File: config.mk
export PLATFORM = sky130hd
export DESIGN_NAME = ipv6_multicast_text_checker_top
export DESIGN_NICKNAME = d
export VERILOG_FILES = /design/src/ipv6mc_pkg.sv /design/src/ipv6_multicast_text_checker_top.sv
export VERILOG_INCLUDE_DIRS = /design/src /design/src/src
export SDC_FILE = /design/constraint.sdc
export NUM_CORES = 1
export LEC_CHECK = 0
export BUFFER_PORTS_ARGS = -buffer_cell sky130_fd_sc_hd__buf_2
export CAP_MARGIN = 20
export CORE_AREA = 2 2 65 67
export DETAILED_ROUTE_END_ITERATION = 10
export DIE_AREA = 0 0 67 69
export GPL_TIMING_DRIVEN = 0
export SLEW_MARGIN = 20
export SYNTH_ARGS = -nofsm -noshare
export SYNTH_HDL_FRONTEND = slang
export SYNTH_SLANG_ARGS = --single-unit
File: constraint.sdc
create_clock -name clk -period 6.65 [get_ports clk]
set_clock_uncertainty 0.1 [all_clocks]
set_input_delay 1.33 -clock clk [delete_from_list [all_inputs] [get_ports clk]]
set_output_delay 1.33 -clock clk [all_outputs]
set_load 0.02 [all_outputs]
File: src/ipv6_multicast_text_checker_top_assert.svh
// ----------------------------------------------------------------------------
// Assertion macros for the IPv6 multicast text checker.
// The checks compile to nothing when SYNTH is defined.
// ----------------------------------------------------------------------------
`ifndef IPV6_MULTICAST_TEXT_CHECKER_TOP_ASSERT_SVH
`define IPV6_MULTICAST_TEXT_CHECKER_TOP_ASSERT_SVH
`ifndef SYNTH
// The property must hold at every clock edge outside reset.
`define IMC_ASSERT(lbl, clk, rst_n, prop, msg) \
	lbl: assert property (@(posedge clk) disable iff (!rst_n) prop) else $error(msg);
// The expression must never be true outside reset.
`define IMC_NEVER(lbl, clk, rst_n, expr, msg) \
	lbl: assert property (@(posedge clk) disable iff (!rst_n) !(expr)) else $error(msg);
`else
`define IMC_ASSERT(lbl, clk, rst_n, prop, msg)
`define IMC_NEVER(lbl, clk, rst_n, expr, msg)
`endif
`endif

File: src/ipv6mc_pkg.sv
// ----------------------------------------------------------------------------
// ipv6mc_pkg
// Character codes, limits and the scan state type of the multicast checker.
// ----------------------------------------------------------------------------
`default_nettype none

package ipv6mc_pkg;

	localparam logic [7:0] CH_F     = 8'h66;
	localparam logic [7:0] CH_0     = 8'h30;
	localparam logic [7:0] CH_1     = 8'h31;
	localparam logic [7:0] CH_9     = 8'h39;
	localparam logic [7:0] CH_A     = 8'h61;
	localparam logic [7:0] CH_COLON = 8'h3A;

	localparam logic [2:0] LEN_MIN   = 3'd7;
	localparam logic [2:0] POS_MAX   = 3'd7;
	localparam logic [2:0] GROUP_MAX = 3'd4;
	localparam logic [2:0] SEG_MAX   = 3'd5;
	localparam logic [2:0] SEG_MIN   = 3'd2;

	// Scan state carried from one character to the next.
	typedef struct packed {
		logic [2:0] position_count;
		logic [2:0] digit_run;
		logic [2:0] segment_count;
		logic       double_seen;
		logic       prev_single_colon;
		logic       failed;
	} scan_state_t;

	localparam scan_state_t SCAN_RESET = '{
		position_count:    3'd0,
		digit_run:         GROUP_MAX,
		segment_count:     3'd1,
		double_seen:       1'b0,
		prev_single_colon: 1'b0,
		failed:            1'b0
	};

	// True for a lower-case hex digit.
	function automatic logic is_hex_lower(input logic [7:0] c);
		return ((c >= CH_0) && (c <= CH_9)) || ((c >= CH_A) && (c <= CH_F));
	endfunction

endpackage

`default_nettype wire

File: src/ipv6_multicast_text_checker_top.sv
// ----------------------------------------------------------------------------
// ipv6_multicast_text_checker_top
// Checks a textual IPv6 multicast address streamed one character per beat.
// ----------------------------------------------------------------------------
// Usage:
// The slave channel takes one character per beat in s_axis_tdata, with
// s_axis_tlast high on the final character of an address string. Beats
// without tlast produce no output. The beat with tlast produces one master
// beat whose tdata bit 0 is 1 when the whole string is an accepted address.
// A character is registered on acceptance and checked against the scan
// state; the verdict is registered in the result register before the
// master side sees it. One character is taken every cycle, but for the
// stall below; the rate is set by the single scan-state register.
// When the master side stalls with a verdict pending, the input register
// may still take one beat; ordinary characters keep flowing, and only a
// second final character waits until the pending verdict is taken.
// After every final character the scan state returns to its reset value,
// so the next beat starts a new string. Reset clears both valid flags and
// the scan state.
// ----------------------------------------------------------------------------
`default_nettype none

`include "ipv6_multicast_text_checker_top_assert.svh"

module ipv6_multicast_text_checker_top (
	input  wire logic       clk,
	input  wire logic       arst_n,
	input  wire logic       s_axis_tvalid,
	output logic            s_axis_tready,
	input  wire logic [7:0] s_axis_tdata,   // [7:0] char_code
	input  wire logic       s_axis_tlast,   // last_char
	output logic            m_axis_tvalid,
	input  wire logic       m_axis_tready,
	output logic [7:0]      m_axis_tdata    // [0] address_valid, [7:1] zero
);
	import ipv6mc_pkg::*;

	logic        valid_s1;
	logic [7:0]  char_s1;
	logic        last_s1;
	logic        advance;
	logic        verdict_load;
	scan_state_t state_q;
	scan_state_t state_next;
	logic        verdict;
	logic        out_valid_q;
	logic        out_bit_q;

	// The registered character moves on when it needs no output slot or one is free.
	assign advance = valid_s1 && (!last_s1 || !out_valid_q || m_axis_tready);
	assign s_axis_tready = !valid_s1 || advance;
	assign verdict_load = advance && last_s1;

	// Input register.
	always_ff @(posedge clk or negedge arst_n) begin
		if (!arst_n) begin
			valid_s1 <= 1'b0;
		end else if (s_axis_tready) begin
			valid_s1 <= s_axis_tvalid;
		end
	end

	always_ff @(posedge clk) begin
		if (s_axis_tready && s_axis_tvalid) begin
			char_s1 <= s_axis_tdata;
			last_s1 <= s_axis_tlast;
		end
	end

	// Character check and scan-state update.
	always_comb begin
		state_next = state_q;
		verdict    = 1'b0;
		if (state_q.position_count < 3'd2) begin
			if (char_s1 != CH_F) state_next.failed = 1'b1;
		end else if (state_q.position_count == 3'd2) begin
			if ((char_s1 != CH_0) && (char_s1 != CH_1)) state_next.failed = 1'b1;
		end else if (state_q.position_count == 3'd3) begin
			if (char_s1 == CH_F) state_next.failed = 1'b1;
		end else if (char_s1 == CH_COLON) begin
			if (state_q.prev_single_colon) begin
				// Second colon of a double colon; only one is allowed.
				if (state_q.double_seen) state_next.failed = 1'b1;
				state_next.double_seen       = 1'b1;
				state_next.prev_single_colon = 1'b0;
			end else begin
				if (state_q.digit_run == 3'd0) state_next.failed = 1'b1;
				if (state_q.segment_count <= SEG_MAX) begin
					state_next.segment_count = state_q.segment_count + 3'd1;
				end
				if (state_next.segment_count > SEG_MAX) state_next.failed = 1'b1;
				state_next.digit_run         = 3'd0;
				state_next.prev_single_colon = 1'b1;
			end
		end else if (is_hex_lower(char_s1)) begin
			state_next.prev_single_colon = 1'b0;
			if (state_q.digit_run <= GROUP_MAX) begin
				state_next.digit_run = state_q.digit_run + 3'd1;
			end
			if (state_next.digit_run > GROUP_MAX) state_next.failed = 1'b1;
		end else begin
			state_next.prev_single_colon = 1'b0;
			state_next.failed            = 1'b1;
		end

		if (state_q.position_count < POS_MAX) begin
			state_next.position_count = state_q.position_count + 3'd1;
		end

		// The final character yields the verdict and restarts the scan.
		if (last_s1) begin
			verdict = !state_next.failed
				&& (state_q.position_count >= (LEN_MIN - 3'd1))
				&& (char_s1 != CH_COLON)
				&& (state_next.segment_count >= SEG_MIN);
			state_next = SCAN_RESET;
		end
	end

	always_ff @(posedge clk or negedge arst_n) begin
		if (!arst_n) begin
			state_q <= SCAN_RESET;
		end else if (advance) begin
			state_q <= state_next;
		end
	end

	// Result register.
	always_ff @(posedge clk or negedge arst_n) begin
		if (!arst_n) begin
			out_valid_q <= 1'b0;
		end else if (verdict_load) begin
			out_valid_q <= 1'b1;
		end else if (m_axis_tready) begin
			out_valid_q <= 1'b0;
		end
	end

	always_ff @(posedge clk) begin
		if (verdict_load) begin
			out_bit_q <= verdict;
		end
	end

	assign m_axis_tvalid = out_valid_q;
	assign m_axis_tdata  = {7'd0, out_bit_q};

	`IMC_NEVER(a_seg_bound, clk, arst_n, state_q.segment_count > (SEG_MAX + 3'd1), "seg overrun")
	`IMC_NEVER(a_run_bound, clk, arst_n, state_q.digit_run > (GROUP_MAX + 3'd1), "run overrun")
	`IMC_ASSERT(a_restart, clk, arst_n, verdict_load |=> (state_q == SCAN_RESET), "no restart")
	`IMC_ASSERT(a_out_src, clk, arst_n, $rose(out_valid_q) |-> $past(verdict_load), "stray verdict")

endmodule

`default_nettype wire
==> flow_summary.yaml <==
yosys:
  yosys_register_bits: 24
  synth_top_cell_by_area: "dfrtp_1"
  synth_ff_type: "dfrtp_1"
  netlist_area_um2: 1510
  synthArstFlopShare_pct: 58.3
  synth_cell_type_count: 50
  yosys.area.top_type_share_pct: 19.8
  syn_inst: 150
  syn_avg_cell_area_um2: 10.1
  yosysSeqAreaShare_pct: 43.1
  synth_edf_count: 10
  yosysWarnings: 0
  synth_area_leaders: "dfrtp_1 (20%), edfxtp_1 (20%), ha_1 (5.8%), buf_4 (4.0%), dfstp_2 (3.5%)"
critical_path:
  cp-end-kind: "output pin"
  path_class: "in -> out"
  critPathTopFamily: "buffers and inverters"
  cp.arrival_ns: 1.84
  critPathBufInv: 2
  startpoint_type: "input pin"
  cp_common_cell: "buf_2"
  crit-reg2reg-launch: "state_q[11]$_DFFE_PN0P_"
  startpoint: "m_axis_tready"
  worst_ep_required_time_ns: 5.22
  slowest_stage: "buf_2"
  critical_path.cell_chain: "buf_2 > nand4b_1 > buf_2"
  slowest_delay_ns: 0.21
  cp_max_fo: 3
finish:
  num_antenna_cells: 0
  final_util_pct: 44.2
  mostFrequentLayoutCells: "buf_2 (15), dfrtp_1 (12), inv_1 (11), nand2_1 (11), edfxtp_1 (10)"
  layout_commonest_cell: "buf_2"
  final_nets: 196
  drive_above_1_share_pct: 23.4
  fillerInstances: 399
  post-route-cell-area_um2: 1730
  layout.cells.non_filler: 225
  area_growth_syn_to_layout_pct: 14.2
power_and_ir_drop:
  cellLeakagePower_nw: 0.729
  pwr-share-comb_pct: 20.7
  clockPowerShare_pct: 27.9
  seqPwrFrac_pct: 51.4
  switchingPower_uw: 103
  intPower_uw: 254
  switching_share_pct: 28.8
  power_uw: 357
  power_density_nw_per_um2: 206
  vdd_drop_max_v: 0.0000879
place:
  io_buffers: 15
  post-place-ws_ns: 3.38
  post_dp_cell_area_um2: 1670
  place_congestion: 0.839
  hpwlAfterDp_um: 2230
  placed_cells: 221
clock_tree:
  clock_latency_ns: 0.27
  postCtsHoldBufs: 0
  cts_setup_buffers: 0
  numCtsBuffers: 3
  cts-root-buf: "clkbuf_8"
  ctsHtreeMaxLevel: 1
  clockBufferDepth: 2
  cts_resized: 0
  clock_sinks: 24
  cts_tree: "yes"
  clkTransAtPathRegs_ns: 0.09
sta:
  fin_hold_ws_ns: 0.418
  layout_setup_ws_ns: 3.38
  fin_crit_sh_pct: 49.2
  fin_crit_ns: 3.27
  drv_slew: 0
  hold_viol_final: 0
  rsz0062_at_grt: "false"
  timing.setup.tns_ns: 0
  setup_viol: 0
  max_freq_mhz: 306
global_route:
  grt_pass1_wl_um: 5040
  overflow: 0
  antenna_found_initial: 0
  grt_pass1_vias: 1150
  track_usage_pct: 13.9
  grt_max_degree: 15
detailed_routing:
  ant_nets: 0
  drtPass1Iterations: 4
  drt-total-wl_um: 2860
  vias: 1143
  drtIter0Drc: 44
  drc: 0
  wl_per_cell_um: 12.7
  viasPerCell: 5.08
die:
  die_x_um: 67
  die_height_um: 69
  io_pins: 23
  start_util_pct: 38.7
  die_area_um2: 4620
  core_area_um2: 3910
  std_cell_rows: 23
run:
  maxCapViolations: 0
run_status:
  status: "complete, no violations"
min_path:
  hold_class: "reg -> reg"
  worstHoldStart: "state_q[2]$_DFFE_PN0P_"
registers in the layout (all words and copies together), names as in the netlist:
| signal | flops |
|---|---|
| char_s1 | 8 |
| last_s1 | 1 |
| m_axis_tvalid | 1 |
| out_bit_q | 1 |
| state_q | 12 |
| valid_s1 | 1 |
worst min-delay path, cell delays in order (launching register included):
cell	delay [ns]
dfrtp_1	0.35
a31oi_1	0.05
nor2_1	0.08
power by group through the flow:
stage,clock network [mW],logic [mW],registers (mW)
final,0.0996,0.0737,0.183
after global routing,0.109,0.0838,0.186
after detailed placement,0,0.0739,0.186
after CTS,0.102,0.0742,0.183
after floorplan,0,0.0566,0.183
after global placement,0,0.0720,0.186
worst paths after layout:
check / endpoint / slack [ns] / cells after the start
max in group asynchronous: state_q[3]$_DFFE_PN1P_ / 5.31 / 1
worst max register to register: out_bit_q$_SDFFCE_PN0P_ / 4.21 / 9
min in group asynchronous: state_q[0]$_DFFE_PN0P_ / 0.85 / 1
worst max-delay path: s_axis_tready / 3.38 / 3
worst min register to register: state_q[2]$_DFFE_PN0P_ / 0.42 / 2
worst min-delay path: state_q[2]$_DFFE_PN0P_ / 0.42 / 2
cell usage after synthesis (all sizes together) (6+ instances only):
cell / count
dfrtp: 12
nand2: 12
inv: 11
edfxtp: 10
buf: 9
o21ai: 9
a21oi: 7
ha: 7
nand2b: 7
nor2: 6
layer usage:
metal	vias up	part of all wire (%)	GRT usage [%]
li1	585	-	-
met1	513	47	18.6
met2	40	46	22.2
met3	5	6.3	2.28
met4	0	1.3	5.22
met5	-	0	0
cell families (layout without fill, tap and decap cells):
| kind of cell | count (synthesis) | in the layout | synth area share (%) |
|---|---|---|---|
| compound gates | 39 | 39 | 19.1 |
| xor+xnor | 1 | 1 | 0.579 |
| fa+ha+maj | 7 | 7 | 5.78 |
| buf+inv | 24 | 43 | 8.43 |
| flops | 24 | 24 | 43.1 |
| mux | 1 | 1 | 0.661 |
| other cells | 1 | 7 | 0.248 |
| simple gates | 53 | 53 | 22.1 |
cell type report:
class	count	area, um2	area share, %
Multi-Input combinational cell	108	756	43.7
Sequential cell	24	653	37.8
Buffer	13	86.3	4.99
Timing Repair Buffer	15	75.1	4.34
Tap cell	50	62.6	3.62
Clock buffer	4	55.1	3.18
Inverter	11	41.3	2.39
Note: power is estimated with default switching activity, not from simulation.
